<file path="config.mk">
export PLATFORM = sky130hd
export DESIGN_NAME = first_fit_free_run_finder
export DESIGN_NICKNAME = d
export VERILOG_FILES = /design/src/ffrf_pkg.sv /design/src/ffrf_bitmap.sv /design/src/ffrf_ctrl.sv /design/src/first_fit_free_run_finder.sv
export VERILOG_INCLUDE_DIRS = /design/src /design/src/src
export SDC_FILE = /design/constraint.sdc
export NUM_CORES = 2
export LEC_CHECK = 0
export BUFFER_PORTS_ARGS = -buffer_cell sky130_fd_sc_hd__buf_2
export CAP_MARGIN = 40
export CORE_MARGIN = 1.5
export CORE_UTILIZATION = 40
export DETAILED_ROUTE_END_ITERATION = 8
export PLACE_DENSITY_LB_ADDON = 0.08
export SLEW_MARGIN = 20
export SYNTH_ARGS = -nofsm -noshare
export SYNTH_HDL_FRONTEND = slang
export SYNTH_SLANG_ARGS = --single-unit
</file>
<file path="constraint.sdc">
create_clock -name clk -period 68.7 [get_ports clk]
set_input_delay 13.74 -clock clk [delete_from_list [all_inputs] [get_ports clk]]
set_output_delay 13.74 -clock clk [all_outputs]
set_load 0.01 [all_outputs]
</file>
<file path="src/first_fit_free_run_finder_assert.svh">
// Assertion macros for the finder controller (ffrf_ctrl).
// Needs clk and rst in the scope of the including module.
`ifndef FIRST_FIT_FREE_RUN_FINDER_ASSERT_SVH
`define FIRST_FIT_FREE_RUN_FINDER_ASSERT_SVH

// same-cycle implication
`define FFRF_ASSERT_IMP(lbl, ante, cons) \
  lbl: assert property (@(posedge clk) disable iff (rst) (ante) |-> (cons)) \
    else $error("finder assertion failed");

// next-cycle implication
`define FFRF_ASSERT_NXT(lbl, ante, cons) \
  lbl: assert property (@(posedge clk) disable iff (rst) (ante) |=> (cons)) \
    else $error("finder assertion failed");

`endif

</file>
<file path="src/ffrf_pkg.sv">
// Shared types and codes for the first-fit free run finder.
// No dependencies.
`default_nettype none
package ffrf_pkg;
  localparam int KEY_W = 10;
  localparam int LEN_W = 10;
  localparam int OUT_W = 11;

  localparam logic [1:0] CMD_INSERT = 2'd0;
  localparam logic [1:0] CMD_ERASE  = 2'd1;
  localparam logic [1:0] CMD_QUERY  = 2'd2;
  // spare code, ignored by the block
  localparam logic [1:0] CMD_UNUSED = 2'd3;

  typedef enum logic [1:0] {
    ST_CLEAR,
    ST_IDLE,
    ST_SCAN
  } state_t;
endpackage
`default_nettype wire

</file>
<file path="src/ffrf_bitmap.sv">
// Occupancy bitmap: one write port, one registered read port.
// No package dependencies.
`default_nettype none
module ffrf_bitmap #(
  parameter int POSITIONS = 1024,
  parameter int AW = $clog2(POSITIONS)
) (
  input  wire logic          clk,
  input  wire logic          we,
  input  wire logic [AW-1:0] waddr,
  input  wire logic          wdata,
  input  wire logic [AW-1:0] raddr,
  output logic               rdata
);
  logic mem [POSITIONS];

  always_ff @(posedge clk) begin
    if (we) begin
      mem[waddr] <= wdata;
    end
    rdata <= mem[raddr];
  end
endmodule
`default_nettype wire

</file>
<file path="src/ffrf_ctrl.sv">
// Sequencer and bit-serial run scanner for the finder.
// Uses ffrf_pkg and the assertion macro header.
`default_nettype none
`include "first_fit_free_run_finder_assert.svh"
module ffrf_ctrl #(
  parameter int POSITIONS = 1024,
  parameter int AW = $clog2(POSITIONS)
) (
  input  wire logic                        clk,
  input  wire logic                        rst,
  input  wire logic                        start,
  input  wire logic [1:0]                  cmd,
  input  wire logic [ffrf_pkg::KEY_W-1:0]  key,
  input  wire logic [ffrf_pkg::LEN_W-1:0]  run_length,
  output logic                             busy,
  output logic                             done,
  output logic [ffrf_pkg::OUT_W-1:0]       run_start,
  output logic                             mem_we,
  output logic [AW-1:0]                    mem_waddr,
  output logic                             mem_wdata,
  output logic [AW-1:0]                    mem_raddr,
  input  wire logic                        mem_rdata
);
  localparam logic [AW-1:0] LAST = AW'(POSITIONS - 1);

  ffrf_pkg::state_t state, state_next;
  logic [AW-1:0] scan_idx;
  logic [AW-1:0] run_begin;
  logic [ffrf_pkg::LEN_W-1:0] len_q;
  logic accept, key_ok, is_last, found;
  logic [AW-1:0] key_idx;

  assign accept  = start && !busy;
  assign key_ok  = (key != '0) && (32'(key) < 32'(POSITIONS));
  assign key_idx = AW'(32'(key) - 32'd1);
  assign is_last = (scan_idx == LAST);
  // top cell is always free, so reaching it means we are in the tail
  assign found   = (len_q == '0) || is_last ||
                   (mem_rdata && (32'(scan_idx - run_begin) >= 32'(len_q)));

  always_comb begin
    state_next = state;
    unique case (state)
      ffrf_pkg::ST_CLEAR: if (is_last) state_next = ffrf_pkg::ST_IDLE;
      ffrf_pkg::ST_IDLE:  if (accept && cmd == ffrf_pkg::CMD_QUERY)
                            state_next = ffrf_pkg::ST_SCAN;
      ffrf_pkg::ST_SCAN:  if (found) state_next = ffrf_pkg::ST_IDLE;
      default:            state_next = ffrf_pkg::ST_IDLE;
    endcase
  end

  always_comb begin
    busy      = (state != ffrf_pkg::ST_IDLE);
    mem_we    = 1'b0;
    mem_waddr = key_idx;
    mem_wdata = (cmd == ffrf_pkg::CMD_INSERT);
    mem_raddr = '0;
    unique case (state)
      ffrf_pkg::ST_CLEAR: begin
        mem_we    = 1'b1;
        mem_waddr = scan_idx;
        mem_wdata = 1'b0;
      end
      ffrf_pkg::ST_IDLE: begin
        // rewriting the same value covers duplicate insert / absent erase
        mem_we = accept && key_ok &&
                 (cmd == ffrf_pkg::CMD_INSERT || cmd == ffrf_pkg::CMD_ERASE);
      end
      ffrf_pkg::ST_SCAN: mem_raddr = scan_idx + AW'(1);
      default: ;
    endcase
  end

  always_ff @(posedge clk) begin
    if (rst) begin
      state    <= ffrf_pkg::ST_CLEAR;
      scan_idx <= '0;
      done     <= 1'b0;
    end else begin
      state <= state_next;
      done  <= (state == ffrf_pkg::ST_SCAN) && found;
      unique case (state)
        ffrf_pkg::ST_CLEAR: scan_idx <= scan_idx + AW'(1);
        ffrf_pkg::ST_IDLE: begin
          if (accept && cmd == ffrf_pkg::CMD_QUERY) begin
            scan_idx  <= '0;
            run_begin <= '0;
            len_q     <= run_length;
          end
        end
        ffrf_pkg::ST_SCAN: begin
          if (found) begin
            run_start <= ffrf_pkg::OUT_W'(32'(run_begin) + 32'd1);
          end else begin
            scan_idx <= scan_idx + AW'(1);
            if (mem_rdata) begin
              run_begin <= scan_idx + AW'(1);
            end
          end
        end
        default: ;
      endcase
    end
  end

  `FFRF_ASSERT_NXT(a_scan_done, state == ffrf_pkg::ST_SCAN && found, done && !busy)
  `FFRF_ASSERT_IMP(a_done_idle, done, state == ffrf_pkg::ST_IDLE)
  `FFRF_ASSERT_IMP(a_run_order, state == ffrf_pkg::ST_SCAN, run_begin <= scan_idx)
  `FFRF_ASSERT_NXT(a_query_busy, accept && cmd == ffrf_pkg::CMD_QUERY, busy && !done)
endmodule
`default_nettype wire

</file>
<file path="src/first_fit_free_run_finder.sv">
// Top level of the first-fit free run finder.
// Instantiates ffrf_ctrl and ffrf_bitmap; uses ffrf_pkg.
//
// Usage: a command word (cmd, key, run_length) is taken when start is high
// and busy is low. Insert (0) and erase (1) write the bitmap and give no
// result; busy stays low. Duplicate inserts, erases of free keys, key zero,
// keys at or above POSITIONS and the unused command are ignored.
// Query (2) scans the occupancy bitmap one position per cycle, tracking the
// start of the current free run; the run ending at an occupied position that
// is at least run_length long, or the free tail, gives the answer.
// A query keeps busy high while the scan runs from position 0 up to the
// occupied position that closes the chosen run, or up to the top position
// for the tail. The result is registered and shows in the cycle after the
// last scan position; the next word can be taken in the result cycle. The
// one bitmap read per cycle sets the scan rate. The result appears on
// run_start with done high for exactly one cycle; the receiver cannot stall
// it. Run length zero answers 1 with the scan ending at position 0.
// After reset the block clears every bitmap position with busy high, then
// accepts commands.
`default_nettype none
module first_fit_free_run_finder #(
  parameter int POSITIONS = 1024
) (
  input  wire logic                        clk,
  input  wire logic                        rst,
  input  wire logic                        start,
  output logic                             busy,
  input  wire logic [1:0]                  cmd,
  input  wire logic [ffrf_pkg::KEY_W-1:0]  key,
  input  wire logic [ffrf_pkg::LEN_W-1:0]  run_length,
  output logic                             done,
  output logic [ffrf_pkg::OUT_W-1:0]       run_start
);
  localparam int AW = $clog2(POSITIONS);

  logic          mem_we, mem_wdata, mem_rdata;
  logic [AW-1:0] mem_waddr, mem_raddr;

  ffrf_ctrl #(.POSITIONS(POSITIONS), .AW(AW)) u_ctrl (
    .clk        (clk),
    .rst        (rst),
    .start      (start),
    .cmd        (cmd),
    .key        (key),
    .run_length (run_length),
    .busy       (busy),
    .done       (done),
    .run_start  (run_start),
    .mem_we     (mem_we),
    .mem_waddr  (mem_waddr),
    .mem_wdata  (mem_wdata),
    .mem_raddr  (mem_raddr),
    .mem_rdata  (mem_rdata)
  );

  ffrf_bitmap #(.POSITIONS(POSITIONS), .AW(AW)) u_bitmap (
    .clk   (clk),
    .we    (mem_we),
    .waddr (mem_waddr),
    .wdata (mem_wdata),
    .raddr (mem_raddr),
    .rdata (mem_rdata)
  );
endmodule
`default_nettype wire
</file>
# Word-level counts from Yosys, hierarchy flattened
# Memories as Yosys holds them, arrays and structs flattened. A register that Yosys moved wholly into a read port is not among the register bits.
# Cells that the tools add are included.
[totals] register_bits=44 mem_bits_rw=1024 input_bits=25 out_inout_bits=13 wordCells=61 n_memories=1
[memory_table] name="u_bitmap.mem" words=1024 width=1 read_ports=1 rd_ports_with_merged_regs=1 wr=1 line="ffrf_bitmap.sv:15" rtl="logic mem [POSITIONS];"
[classes] add_sub_neg=4 magnitude_cmp=1 eq_ne=11 muxes=16 bitwise_logic=1 reduce_logical=21
[ops] op="2-to-1 mux 10 bit" n=6
[ops] op=">= comparator 32 x 10 -> 1 bit" n=1
[ops] op="one-hot mux 10 bit (3 select lines)" n=1
[ops] op="one-hot mux 10 bit (2 select lines)" n=1
[ops] op="AND reduction 3 bit" n=4
[ops] op="adder 10 x 1 -> 11 bit, second input constant" n=1
[ops] op="subtractor 10 x 10 -> 11 bit" n=1
[ops] op="adder 10 x 1 -> 10 bit, second input constant" n=1
[ops] op="== test 10 bit, second input constant" n=1
[ops] op="zero test 10 bit" n=1
[ops] op="inequality test 2 x 1 -> 1 bit, second input constant" n=5
[ops] op="nonzero test 10 bit" n=1
[ops] op="subtractor 10 x 1 -> 10 bit, second input constant" n=1
[ops] op="logical AND 1 bit" n=6
[ops] op="2-to-1 mux 2 bit" n=3
[ops] op="one-hot mux 2 bit (3 select lines)" n=1
[ops] op="AND reduction 5 bit" n=1
[ops] op="== test 2 x 1 -> 1 bit, second input constant" n=2
[ops] op="== test 2 bit, second input constant" n=2
[ops] op="zero test 2 bit" n=2
[ops] op="logical OR 1 bit" n=3
[ops] op="2-to-1 mux 1 bit" n=3
[ops] op="nonzero test 3 bit" n=1
[ops] op="inequality test 2 bit, second input constant" n=1
[ops] op="4 further kinds" n=4

# Longest topological paths before layout
[logic_depth] word_depth=8 mapped_depth=24 ltp_nobuf=19

# Hierarchy
# From an unflattened synthesis, not the netlist that was laid out.
[unflattened] cells_unflattened=3441 hier_area_um2=47679.5
[by_module_without_submodules] module="ffrf_bitmap" n_inst=1 cells_each=3112 area_each_um2=44656.6 seq_area_each_um2=30769.5
[by_module_without_submodules] module="ffrf_ctrl" n_inst=1 cells_each=329 area_each_um2=3022.9 seq_area_each_um2=1191.1

# Least setup slack after synthesis
# No wires, ideal clock.
[synth_timing] path_type="input port to flip-flop" startpoint="in cmd[1]" endpoint="mem u_bitmap.mem[0] (data pin)" setup_time_ns=7.794 t_arrival_ns=52.606 required_time_ns=60.906 path_slack_ns=8.300 stages=1 path_buffers=0 cell_sequence="nor3_1"
[synth_via] elab_chain_cells=2
[synth_lines] item="from (decl)" line="first_fit_free_run_finder.sv:28" rtl="input wire logic [1:0] cmd,"
[synth_lines] item="zero test 2 bit" line="ffrf_ctrl.sv:56" rtl="mem_wdata = (cmd == ffrf_pkg::CMD_INSERT);"
[synth_lines] item="2-to-1 mux 1 bit" line="ffrf_ctrl.sv:58" rtl="unique case (state)"
[synth_lines] item="to (decl)" line="ffrf_bitmap.sv:15"
# Every way passes these cells.

# Worst setup path after layout
[layout_timing] startpoint="in key[2] in the netlist's numbering" endpoint="mem u_bitmap.mem[403] (enable)"
[layout_via] elab_chain_cells=6 word_cells_on_any_way=8 classes_between="add/sub (1); mux (4); reduce/logical (3)"
[layout_lines] item="from (decl)" line="first_fit_free_run_finder.sv:29" rtl="input wire logic [ffrf_pkg::KEY_W-1:0] key,"
[layout_lines] item="parallel branches: the longest is 6 deep, another holds subtractor 10 x 1 -> 10 bit"
# Several ways; the timed one is not identified.

==> impl_metrics.toml <==
[route]
via_per_inst = 5.930
drc = 0
finalWirelength_um = 168000
drt_iter0_drc = 4292
ant_nets = 0
wl_per_cell_um = 29.10
drt_pass1_iterations = 7
vias = 34220

[synthesis]
yosysWarnings = 0
netlist-cell-type-count = 82
synth.avg_cell_area_um2 = 11.70
yosys.area.top_type = "edfxtp_1"
synthFlopType = "edfxtp_1"
async_flop_share_pct = 0
ys_seq_area_share_pct = 65.68
syn_area_mm2 = 0.04866
synth-seq-cells = 1069
synth-edff-count = 1055
synthTopCellsByArea = "edfxtp_1 65%, nor2_1 8.6%, mux2i_1 3.6%, nand2_1 2.9%, clkbuf_1 1.7%"
synthCells = 4158
synth_nets = 4208
yosysTopAreaCellShare_pct = 65.10

[clocking]
numCtsBuffers = 117
cts_root_buffer = "clkbuf_16"
post_cts_resized = 0
clock_path_buffers = 3
cts_setup_buffers = 0
clock_sink_count = 1069
clk_latency_ns = 0.71
htree_num_levels = 3
hold_buffers = 0
tritoncts = "built"
cts.clk_slew.worst_paths_ns = 0.06

[power]
p_leak_nw = 17.63
power.density_mw_per_mm2 = 25.10
irDropWorstVdd_uv = 23.22
p_total_mw = 1.373

[worst_setup_path]
critPathMaxFanout = 20
cpPeakStageDelay_ns = 0.82
cp.arrival_ns = 17.58
timing.setup.critical_path_class = "input port to register"
crit_path_top_delay_cell = "nor2b_1"
crit_family = "simple AND/OR/NAND/NOR gates"
crit_top_cell = "nand2_1"
crit_buf_inv = 2
worstSetupEndpointType = "register"
crit_chain = "buf_2 > nor3_1 > nand2_1 > or3_1 > xor2_1 > o21ai_1 > nor2b_1 > nand2_1 > buf_6 > nor2_1"
cp-start-kind = "input port"
required_ns = 69.11

[timing]
clock_skew_ns = 0.02382
max_freq_mhz = 58.23
drv_slew = 0
setup-violations-final = 0
rsz0062_at_grt = "no"
tightest_slew_ns = 1.079
fin_tns_setup_ns = 0
hold_viol_final = 0
min_period_ns = 17.17
relSlewSlack_pct = 27.58
period_share_pct = 25.00

[cells_and_area]
fin_util_pct = 45.46
final_nets = 4110
drive_gt1_share_pct = 11.28
syn_to_final_growth_pct = 12.38
final_cell_mix = "1114 x nor2_1, 1055 x edfxtp_1, 339 x nand2_1, 172 x mux2i_1, 156 x a21oi_1"
mostFrequentLayoutCell = "nor2_1"
finalInstanceArea_mm2 = 0.05469

[global_route]
grt-ovfl-total = 0
gr-usage-all-layers_pct = 27.10
grt_max_degree = 198
antenna_found_initial = 14
grt_pass1_wl_um = 239300
grt_pass1_vias = 32690

[worst_hold_path]
min_path_type = "register to register"

[flow_run]
maxCapViolations = 0

[die]
die_h_um = 351.8
num_io_pins = 38
core_mm2 = 0.1203
start_util_pct = 40.46
dieWidth_um = 351.8
dieArea_mm2 = 0.1238
placementRows = 127

[run_status]
status = "finished clean"

[place]
gp_congestion = 0.8087
placed_cell_area_mm2 = 0.05093
dp_hpwl_um = 89220
io_buffers = 37
final timing paths:
path / depth (start not counted) / to / slack (ns) / startpoint
setup reg to reg: 14 / u_bitmap.rdata$_DFF_P_ / 62.85 / u_ctrl.scan_idx[1]$_SDFFE_PP0P_
hold / removal: 1 / u_ctrl.run_start[9]$_DFFE_PP_ / 0.59 / u_ctrl.run_begin[9]$_DFFE_PP_
setup / recovery: 10 / u_bitmap.mem[403]$_DFFE_PP_ / 51.53 / key[2]
hold reg to reg: 1 / u_ctrl.run_start[9]$_DFFE_PP_ / 0.59 / u_ctrl.run_begin[9]$_DFFE_PP_
Yosys cell counts, types with 37 or more instances:
| cell type | instances |
|---|---|
| nor2_1 | 1117 |
| edfxtp_1 | 1055 |
| nand2_1 | 380 |
| clkbuf_1 | 214 |
| mux2i_1 | 173 |
| a21oi_1 | 156 |
| buf_2 | 93 |
| a211oi_1 | 81 |
| o21ai_0 | 70 |
| buf_1 | 65 |
| nand3_1 | 54 |
| o221ai_1 | 50 |
| a31oi_1 | 46 |
| a221oi_1 | 45 |
| nor3_1 | 41 |
| inv_1 | 37 |
final cells by class:
type | count | area, um2
antenna | 1 | 2.502
clock buffer | 144 | 3100
clock inverter | 73 | 600.6
fill | 11210 | 65600
inverter | 42 | 181.4
multi-input combinational | 2655 | 15110
sequential | 1069 | 31960
tap | 1612 | 2017
timing repair buffer | 175 | 1710
stage by stage:
| stage | std cells | worst slack (ns) | hold WS (ns) |
|---|---|---|---|
| detailed placement | 5550 | 50.90 | 0.5791 |
| CTS | 5767 | 51.72 | 0.5972 |
| global placement | 5511 | 50.72 | 0.5750 |
| floorplan | 4158 | 8.300 | 0.5498 |
| finish | 5771 | 51.53 | 0.5895 |
| global route | 5770 | 51.42 | 0.6139 |
where the power goes:
part	internal [mW]	total [mW]	switching [mW]	leakage [nW]
clock	0.352	0.617	0.265	1.83
combinational	0.0134	0.0487	0.0353	5.39
sequential	0.706	0.707	0.000949	10.4
sequential cells by signal (all words and copies together), names as in the netlist:
name              flops
u_ctrl.run_begin     10
u_ctrl.run_start     11
u_ctrl.done           1
u_bitmap.mem       1024
u_ctrl.scan_idx      10
u_ctrl.len_q         10
u_ctrl.state          2
u_bitmap.rdata        1
cells by family after synthesis:
kind of cell	synth area share (%)
buffers and inverters	3.839
muxes	5.502
adders and majority gates	0.6582
AOI/OAI and AO/OA	9.531
xor gates and xnor gates	0.7533
and+or+nand+nor	14.04
DFF	65.68
per-layer routing:
metal	GRT usage [%]	vias to the layer above	share of wire [%]
met5	0	-	0.032
met4	8.524	8	3.0
met3	3.724	251	7.7
met2	43.04	1430	46
met1	38.46	17700	43
li1	-	14830	-
Power figures use the tool's default switching activity.
